**src/gab_pkg.sv**
```systemverilog
// Shared types, constants and helpers for the GEMM alpha/beta core.
`timescale 1ns / 1ps

package gab_pkg;

    localparam int MAX_DIM_DEFAULT = 16;

    localparam int DATA_W  = 32;
    localparam int FRAC_W  = 16;
    localparam int DIM_W   = 5;
    localparam int IDX_W   = 4;
    localparam int ACC_W   = 72;
    localparam int PADDR_W = 5;
    localparam int PDATA_W = 32;

    localparam logic [DATA_W-1:0] SAT_MAX = 32'h7FFF_FFFF;
    localparam logic [DATA_W-1:0] SAT_MIN = 32'h8000_0000;

    localparam logic [DATA_W-1:0] ALPHA_RESET = 32'h0001_0000;
    localparam logic [DATA_W-1:0] BETA_RESET  = 32'h0000_0000;
    localparam logic [DIM_W-1:0]  DIM_RESET   = 5'd16;

    // register index, taken from paddr[4:2]
    localparam logic [2:0] REG_ALPHA   = 3'd0;
    localparam logic [2:0] REG_BETA    = 3'd1;
    localparam logic [2:0] REG_ROWS_M  = 3'd2;
    localparam logic [2:0] REG_INNER_K = 3'd3;
    localparam logic [2:0] REG_COLS_N  = 3'd4;

    typedef enum logic [1:0] {
        KIND_LOAD_A  = 2'd0,
        KIND_LOAD_B  = 2'd1,
        KIND_LOAD_C  = 2'd2,
        KIND_COMPUTE = 2'd3
    } kind_t;

    typedef struct packed {
        kind_t                    kind;
        logic [IDX_W-1:0]         row;
        logic [IDX_W-1:0]         col;
        logic signed [DATA_W-1:0] element_value;
    } item_t;

    typedef struct packed {
        logic [IDX_W-1:0]         result_row;
        logic [IDX_W-1:0]         result_col;
        logic signed [DATA_W-1:0] result_value;
        logic                     status;
    } result_t;

    typedef struct packed {
        logic signed [DATA_W-1:0] alpha;
        logic signed [DATA_W-1:0] beta;
        logic [DIM_W-1:0]         rows_m;
        logic [DIM_W-1:0]         inner_k;
        logic [DIM_W-1:0]         cols_n;
    } cfg_t;

    typedef enum logic [2:0] {
        ST_IDLE,
        ST_DECODE,
        ST_MAC,
        ST_DRAIN,
        ST_SAT,
        ST_SCALE,
        ST_SUM,
        ST_EMIT
    } state_t;

    typedef struct packed {
        logic take_item;
        logic write_load;
        logic mac_start;
        logic mac_issue;
        logic sat;
        logic scale;
        logic sum;
        logic load_out;
    } cmd_t;

    typedef struct packed {
        logic ok;
        logic compute;
        logic issue_done;
        logic pipe_busy;
        logic out_free;
    } stat_t;

    // floor to Q16.16 and saturate to 32 bits
    function automatic logic [DATA_W-1:0] floor_sat(input logic signed [ACC_W-1:0] v);
        logic signed [ACC_W-1:0] sh;
        logic [ACC_W-32:0]       top;
        sh  = v >>> FRAC_W;
        top = sh[ACC_W-1:DATA_W-1];
        if ((&top) || (~|top))
            floor_sat = sh[DATA_W-1:0];
        else if (sh[ACC_W-1])
            floor_sat = SAT_MIN;
        else
            floor_sat = SAT_MAX;
    endfunction

endpackage

```
**src/gab_ctrl.sv**
```systemverilog
// Sequencing state machine for load, multiply-accumulate and result steps.
`timescale 1ns / 1ps

module gab_ctrl
    import gab_pkg::*;
(
    input  logic  clk,
    input  logic  rst_n,
    input  logic  item_valid,
    output logic  item_stall,
    input  stat_t stat,
    output cmd_t  cmd
);

    state_t state_reg;
    state_t state_next;

    always_ff @(posedge clk or negedge rst_n)
    begin
        if (!rst_n)
            state_reg <= ST_IDLE;
        else
            state_reg <= state_next;
    end

    always_comb
    begin
        state_next = state_reg;
        case (state_reg)
            ST_IDLE:
            begin
                if (item_valid)
                    state_next = ST_DECODE;
            end
            ST_DECODE:
            begin
                if (!stat.ok)
                    state_next = ST_EMIT;
                else if (!stat.compute)
                    state_next = ST_IDLE;
                else
                    state_next = ST_MAC;
            end
            ST_MAC:
            begin
                if (stat.issue_done)
                    state_next = ST_DRAIN;
            end
            ST_DRAIN:
            begin
                if (!stat.pipe_busy)
                    state_next = ST_SAT;
            end
            ST_SAT:   state_next = ST_SCALE;
            ST_SCALE: state_next = ST_SUM;
            ST_SUM:   state_next = ST_EMIT;
            ST_EMIT:
            begin
                if (stat.out_free)
                    state_next = ST_IDLE;
            end
            default:  state_next = ST_IDLE;
        endcase
    end

    always_comb
    begin
        cmd        = '0;
        item_stall = 1'b1;
        case (state_reg)
            ST_IDLE:
            begin
                item_stall    = 1'b0;
                cmd.take_item = item_valid;
            end
            ST_DECODE:
            begin
                cmd.write_load = stat.ok && !stat.compute;
                cmd.mac_start  = stat.ok && stat.compute;
            end
            ST_MAC:   cmd.mac_issue = !stat.issue_done;
            ST_DRAIN: cmd = '0;
            ST_SAT:   cmd.sat = 1'b1;
            ST_SCALE: cmd.scale = 1'b1;
            ST_SUM:   cmd.sum = 1'b1;
            ST_EMIT:  cmd.load_out = stat.out_free;
            default:  cmd = '0;
        endcase
    end

endmodule

```
**config.mk**
```make
export PLATFORM = sky130hd
export DESIGN_NAME = gab_ctrl
export DESIGN_NICKNAME = d
export VERILOG_FILES = /design/src/gab_pkg.sv /design/src/gab_ctrl.sv
export SDC_FILE = /design/constraint.sdc
export NUM_CORES = 1
export LEC_CHECK = 0
export ABC_CLOCK_PERIOD_IN_PS = 2020
export BUFFER_PORTS_ARGS = -buffer_cell sky130_fd_sc_hd__buf_4
export CORE_AREA = 2 2 39 41
export DETAILED_ROUTE_END_ITERATION = 7
export DIE_AREA = 0 0 41 43
export PLACE_DENSITY = 0.44
export SKIP_CTS_REPAIR_TIMING = 1
export SYNTH_ARGS = -nofsm -noshare
export SYNTH_HDL_FRONTEND = slang
export SYNTH_SLANG_ARGS = --single-unit
```
**constraint.sdc**
```tcl
create_clock -name clk -period 2.02 [get_ports clk]
set_input_delay 0 -clock clk [delete_from_list [all_inputs] [get_ports clk]]
set_output_delay 0 -clock clk [all_outputs]
set_load 0.1 [all_outputs]
```
==> results.txt, run 1 <==
----------------------------------------------------
[Synthesis]
  Mean cell area of the mapped netlist ... 7.169 um2
  Largest area contributor in the netlist ... sky130_fd_sc_hd__dfrtp_1
  Number of flops mapped to enable cells by yosys ... 0
  Seq cells post-synth ... 3
  Leading post-synthesis cells by instance count ... sky130_fd_sc_hd__nor2_1 (7), sky130_fd_sc_hd__a21oi_1 (3), sky130_fd_sc_hd__buf_2 (3), sky130_fd_sc_hd__dfrtp_1 (3), sky130_fd_sc_hd__nand2_1 (3)
  Cell count after synthesis ... 37
  Dominant cells by area after synthesis ... sky130_fd_sc_hd__dfrtp_1 (28%), sky130_fd_sc_hd__nor2_1 (9.9%), sky130_fd_sc_hd__a21oi_1 (5.7%), sky130_fd_sc_hd__buf_2 (5.7%), sky130_fd_sc_hd__nand2b_1 (4.7%)
  Fraction of the yosys area taken by sequential cells ... 0.2830
  Yosys warning total ... 0
  Most frequently used cell type in the post-synthesis netlist ... sky130_fd_sc_hd__nor2_1
  Top-area cell type share of the netlist area ... 0.2830
  Number of distinct library cells after synthesis ... 19
  Async S/R FF share, synth ... 1.000
  Post-Synthesis Net Count ... between 40 and 50
  Prevailing post-synth register cell ... sky130_fd_sc_hd__dfrtp_1
  Area of the mapped netlist ... 265.3 um2

[Power]
  Peak supply drop ... between 400 and 500 uV
  Power density over the cells ... ~1800 nW/um2
  LEAKAGE ... 0.2161 nW
  Tot Pwr ... about 0.85 mW

[Floorplan]
  Overall die width ... slightly above 40 um
  Die Area ... approximately 1800 um2
  Die H ... 43 um
  Number of core rows ... 14
  Number of I/O pins ... 17
  Starting utilization of the core area ... 0.1917
  Placeable core region ... 1384 um2

[STA]
  Maximum achievable frequency ... about 630 MHz
  Unrepaired setup endpoints after global routing ... false
  Final setup fails ... 0
  Share of the clock period used by the worst path after layout ... 0.7861
  Measured slew at the worst slew-check pin ... around 0.31 ns
  Final Hold Violating Endpoints ... 0
  Final sum of negative setup slack ... 0 ns
  Slew Viols, Final ... 0
  Worst Clk Skew ... between 0.0003 and 0.0004 ns
  Time the final worst path needs with I/O delays and setup ... between 1.5 and 2 ns
  Relative slew margins ... 0.7956

[Clocking]
  Count of clock tree sinks ... 3
  Clock tree root driver cell ... sky130_fd_sc_hd__clkbuf_4
  CTS clk-pin slew, worst paths ... around 0.03 ns
  Max Buffers Root-to-Sink ... 2
  CTS tree ... built
  Clock insertion delay at the later pin of the skew report ... around 0.23 ns
  Number of buffers added by the clock tree synthesis step ... 3
  Total number of H-tree levels ... 1

[Run status]
  Status ... complete, no violations

[Route]
  Violation count after the first detailed-route iteration ... 6
  Post-DR vias/cell ... between 4 and 5
  Routed vias ... approximately 330
  Number of remaining DRC errors ... 0
  Post-DR wirelength/cell ... 9.849 um
  Antenna Nets Post-Route ... 0
  Final Routed Wirelength ... ~720 um
  Detailed-routing iteration count for the pre-antenna-repair pass ... 2

[Place]
  Global placement routability congestion ... roughly 0.67
  Buffers on Ports ... 16

[Global routing]
  Via count of the first global-routing pass ... 255
  Largest net degree at the start of global routing ... 15
  Initial antenna violation count ... 0
  Overall overflow remaining after global route ... 0
  Wire length of the first global-routing pass ... between 1000 and 1500 um
  Overall routing resource usage ... 0.09457

[Hold path]
  Path type of the worst min-delay path ... in -> async

[Layout]
  Total number of nets in the final design ... 66
  Layout area overhead ... 74.06%
  Number of antenna cells inserted ... 0
  Layout cell share with drive strength beyond 1 ... 0.4737
  Flip-flop count of the largest register after layout ... 3

[Setup path]
  Startpoint class of the critical path ... register
  Highest fanout seen on the critical path ... 12
  Arrival time of the worst setup path ... around 1.7 ns
  Launching element of the worst setup path ... state_reg[2]
  FF-to-FF Start ... state_reg[2]
  CP Data Required Time ... between 2 and 2.5 ns
  Class of the most critical setup path ... reg -> reg
  Worst Setup End Kind ... register

[Job]
  Number of violations of the max-capacitance limit ... 0

----------------------------------------------------
kinds of logic (layout without fill, tap and decap cells):
group,Yosys count,in the layout,share of synthesized area
compound gates,7,7,0.1604
buf+inv,5,25,0.08490
flops,3,3,0.2830
mux,1,1,0.04245
simple gates,21,21,0.4292
power breakdown:
| group | total, mW | internal, mW | switching (mW) |
|---|---|---|---|
| clock network | 0.102 | 0.0738 | 0.0280 |
| logic | 0.620 | 0.167 | 0.453 |
| registers | 0.129 | 0.0910 | 0.0382 |
| total | 0.851 | 0.332 | 0.519 |
critical path, cell delays in order (launching register included):
cell,delay [ns]
sky130_fd_sc_hd__dfrtp_1,0.48
sky130_fd_sc_hd__or4_4,0.57
sky130_fd_sc_hd__o21ai_2,0.09
sky130_fd_sc_hd__mux2_1,0.33
path summary, 6_finish.rpt:
kind | endpoint | slack, ns | depth (start not counted)
worst max register to register | state_reg[0] | 0.43 | 3
worst min-delay path | state_reg[1] | 0.11 | 2
min in group clk | state_reg[2] | 0.13 | 4
worst min register to register | state_reg[1] | 0.66 | 2
max in group asynchronous | state_reg[0] | 1.82 | 2
worst max-delay path | state_reg[0] | 0.43 | 3
stage by stage:
| step | util | worst slack [ns] | cells | instance area, um2 | hold WS, ns |
|---|---|---|---|---|---|
| 3_3_place_gp | 0.3074 | 0.4589 | 68 | 425.4 | -0.2078 |
| 4_1_cts | 0.3264 | 0.4336 | 72 | 451.7 | -0.4567 |
| 2_1_floorplan | - | 0.04960 | 37 | 285.3 | -0.2956 |
| 3_5_place_dp | 0.3074 | 0.4320 | 68 | 425.4 | -0.2083 |
| 6_report | 0.3336 | 0.4322 | 73 | 461.7 | 0.1053 |
| 5_1_grt | 0.3336 | 0.3685 | 73 | 461.7 | 0.1097 |
placed cells by master (no fill, tap or decap), drive strengths merged, types with 2 or more instances in the layout:
cell	n
nand2	3
dfrtp	3
inv	2
o21ai	2
nor3	2
a21oi	3
nor2	7
or3	2
nand2b	2
clkbuf	4
buf	18
layer usage:
layer  vias to the layer above  GRT usage  wire, um
met5                         -          0         0
met4                         0    0.04000         0
met3                         0    0.04712        68
met2                        13     0.1188       301
met1                       145     0.1327       349
li1                        168          -         -
layout make-up:
| class | instances | area (um2) |
|---|---|---|
| Clock buffer | 4 | 26.28 |
| Fill cell | 163 | 922.1 |
| Inverter | 2 | 7.507 |
| Multi-Input combinational cell | 29 | 187.7 |
| Sequential cell | 3 | 75.07 |
| Tap cell | 16 | 20.02 |
| Timing Repair Buffer | 19 | 145.1 |
(Power assumes the default switching activity.)
==> run 2: changes to the inputs <==
- ABC_CLOCK_PERIOD_IN_PS: 2020 -> 1400
- PLACE_DENSITY: 0.44 -> 0.45
- clock period: 2.02 -> 1.4 ns (I/O delays scaled with it)
==> results.txt, run 2 (synthesis gave the netlist of run 1 again) <==
----------------------------------------------------
[Global routing]
  Overall routing resource usage ... 0.09457 (unchanged)
  Overall overflow remaining after global route ... 0 (unchanged)
  Wire length of the first global-routing pass ... 1117 um (unchanged)
  Largest net degree at the start of global routing ... 15 (unchanged)
  Initial antenna violation count ... 0 (unchanged)
  Via count of the first global-routing pass ... 299 (was 255)

[Setup path]
  CP Data Required Time ... 1.51 ns (was 2.13 ns)
  Startpoint class of the critical path ... register (unchanged)
  Highest fanout seen on the critical path ... 2 (was 12)
  Arrival time of the worst setup path ... 1.53 ns (was 1.69 ns)
  Class of the most critical setup path ... reg -> reg (unchanged)
  Slowest stage cell, crit path ... sky130_fd_sc_hd__or4_4 (unchanged)
  Category of cells accounting for the largest share of critical-path delay ... simple AND/OR/NAND/NOR gates (unchanged)
  FF-to-FF Start ... state_reg[2] (unchanged)
  Critical register-to-register path endpoint ... state_reg[0] (unchanged)
  Sequence of cells on the critical path ... or4_4, o21ai_4, mux2_4 (was or4_4, o21ai_2, mux2_1)
  Slack of the worst reg-to-reg path ... -0.01 ns (was 0.43 ns)
  Worst Setup End Kind ... register (unchanged)
  Buffers & Inverters on Critical Path ... 0 (unchanged)
  Worst R2R Path Depth ... 3 (unchanged)
  Crit-path max cell delay ... 0.53 ns (was 0.57 ns)

[Clocking]
  Count of clock tree sinks ... 3 (unchanged)
  CTS clk-pin slew, worst paths ... 0.04 ns (was 0.03 ns)
  Total number of H-tree levels ... 1 (unchanged)
  CTS tree ... built (unchanged)
  Clock tree root driver cell ... sky130_fd_sc_hd__clkbuf_4 (unchanged)
  Max Buffers Root-to-Sink ... 2 (unchanged)
  Clock insertion delay at the later pin of the skew report ... 0.23 ns (about the same)
  Number of buffers added by the clock tree synthesis step ... 3 (unchanged)

[Layout]
  Top library cells by usage in the layout, fill and taps aside ... sky130_fd_sc_hd__buf_4 (16), sky130_fd_sc_hd__nor2_4 (4), sky130_fd_sc_hd__buf_12 (4), sky130_fd_sc_hd__buf_6 (4) (was sky130_fd_sc_hd__buf_4 (18), sky130_fd_sc_hd__nor2_1 (5))
  Layout area overhead ... 138.7% (was 74.06%)
  Flip-flop count of the largest register after layout ... 3 (unchanged)
  Most common cell after layout, fill and taps aside ... sky130_fd_sc_hd__buf_4 (unchanged)
  Layout cell share with drive strength beyond 1 ... 0.6667 (was 0.4737)
  Final design utilization ... 0.4575 (was 0.3336)
  Filler cell count ... 142 (was 163)
  Number of antenna cells inserted ... 0 (unchanged)
  Total number of nets in the final design ... 72 (was 66)

[Route]
  Post-DR wirelength/cell ... 10.24 um (was 9.849 um)
  Routed vias ... 351 (was 326)
  Post-DR vias/cell ... 4.443 (was 4.466)
  Number of remaining DRC errors ... 0 (unchanged)
  Antenna Nets Post-Route ... 0 (unchanged)
  Final Routed Wirelength ... 809 um (was 719 um)
  Violation count after the first detailed-route iteration ... 6 (unchanged)
  Detailed-routing iteration count for the pre-antenna-repair pass ... 4 (was 2)

[STA]
  Slew Viols, Final ... 0 (unchanged)
  Measured slew at the worst slew-check pin ... 0.2779 ns (was 0.3066 ns)
  Worst Clk Skew ... 0.0008162 ns (was 0.0003652 ns)
  Relative slew margins ... 0.8162 (was 0.7956)
  Maximum achievable frequency ... 706.8 MHz (was 629.8 MHz)
  Fin Hold WS ... 0.09595 ns (was 0.1053 ns)
  Final setup fails ... 2 (was 0)
  Unrepaired setup endpoints after global routing ... true (was false)
  Final Hold Violating Endpoints ... 0 (unchanged)
  Smallest setup slack after layout ... -0.01490 ns (was 0.4322 ns)
  Time the final worst path needs with I/O delays and setup ... 1.415 ns (was 1.588 ns)
  Share of the clock period used by the worst path after layout ... 1.011 (was 0.7861)

[Floorplan]
  Number of core rows ... 14 (unchanged)
  Number of I/O pins ... 17 (unchanged)
  Die Area ... 1763 um2 (unchanged)
  Starting utilization of the core area ... 0.1917 (unchanged)
  Overall die width ... 41 um (unchanged)
  Die H ... 43 um (unchanged)
  Placeable core region ... 1384 um2 (unchanged)

[Power]
  LEAKAGE ... 0.2776 nW (was 0.2161 nW)
  Peak supply drop ... 911.0 uV (was 478.5 uV)
  Power density over the cells ... 2466 nW/um2 (was 1843 nW/um2)

[Place]
  HPWL Detailed ... about 570 um
  Buffers on Ports ... 16 (unchanged)
  Global placement routability congestion ... 0.7087 (was 0.6739)

[Run status]
  Failing checks ... negative setup slack
  Status ... complete, but fails checks (was complete, no violations)

[Job]
  Number of violations of the max-capacitance limit ... 0 (unchanged)

[Hold path]
  Path type of the worst min-delay path ... in -> async (unchanged)

----------------------------------------------------
run 2: cell count changes in the layout (fill, tap and decap cells not counted), moves of 2 or more:
cell / change
sky130_fd_sc_hd__buf_12: +4
sky130_fd_sc_hd__buf_4: -2
sky130_fd_sc_hd__buf_6: +4
sky130_fd_sc_hd__nor2_1: -4
sky130_fd_sc_hd__nor2_4: +3
run 2: layer usage:
metal / part of all wire / vias to the layer above / global-route usage
met5: 0 / - / 0
met4: 0 / 0 / 0.06000
met3: 0.040 / 0 / 0.03141
met2: 0.55 / 9 / 0.1531
met1: 0.41 / 157 / 0.09709
li1: - / 185 / -
run 2: worst max path at each step:
stage	startpoint	endpoint	cells after the start
global placement	state_reg[2]	state_reg[0]	3
floorplan	state_reg[0]	cmd[3]	2
global route	state_reg[2]	cmd[7]	4
detailed placement	state_reg[2]	state_reg[0]	3
finish	state_reg[2]	state_reg[0]	3
CTS	state_reg[0]	cmd[7]	4
run 2: stage by stage:
stage	instance area, um2	TNS (ns)	setup slack (ns)	power (mW)	std cells
4_1_cts	500.5	-0.4743	-0.1474	1.329	74
6_report	633.1	-0.02619	-0.01490	1.561	79
2_1_floorplan	325.3	-0.6568	-0.4101	0.9676	37
3_5_place_dp	474.2	-0.02585	-0.02585	1.169	70
3_3_place_gp	474.2	-0.01369	-0.01369	1.175	70
5_1_grt	633.1	-0.1845	-0.06314	1.663	79
run 2: final cells by class:
type / instances / area [um2] / share of cell area
Timing Repair Buffer: 25 / 255.2 / 0.4032
Inverter: 2 / 7.507 / 0.01186
Sequential cell: 3 / 76.32 / 0.1206
Tap cell: 16 / 20.02 / 0.03162
Clock buffer: 4 / 26.28 / 0.04150
Multi-Input combinational cell: 29 / 247.7 / 0.3913
run 2: power by group:
part	switching, mW	leakage (nW)	internal (mW)	total (mW)
Sequential	0.0411	0.0322	0.134	0.175
Combinational	0.764	0.230	0.470	1.23
Clock	0.0450	0.0150	0.107	0.152
Total	0.850	0.278	0.711	1.56
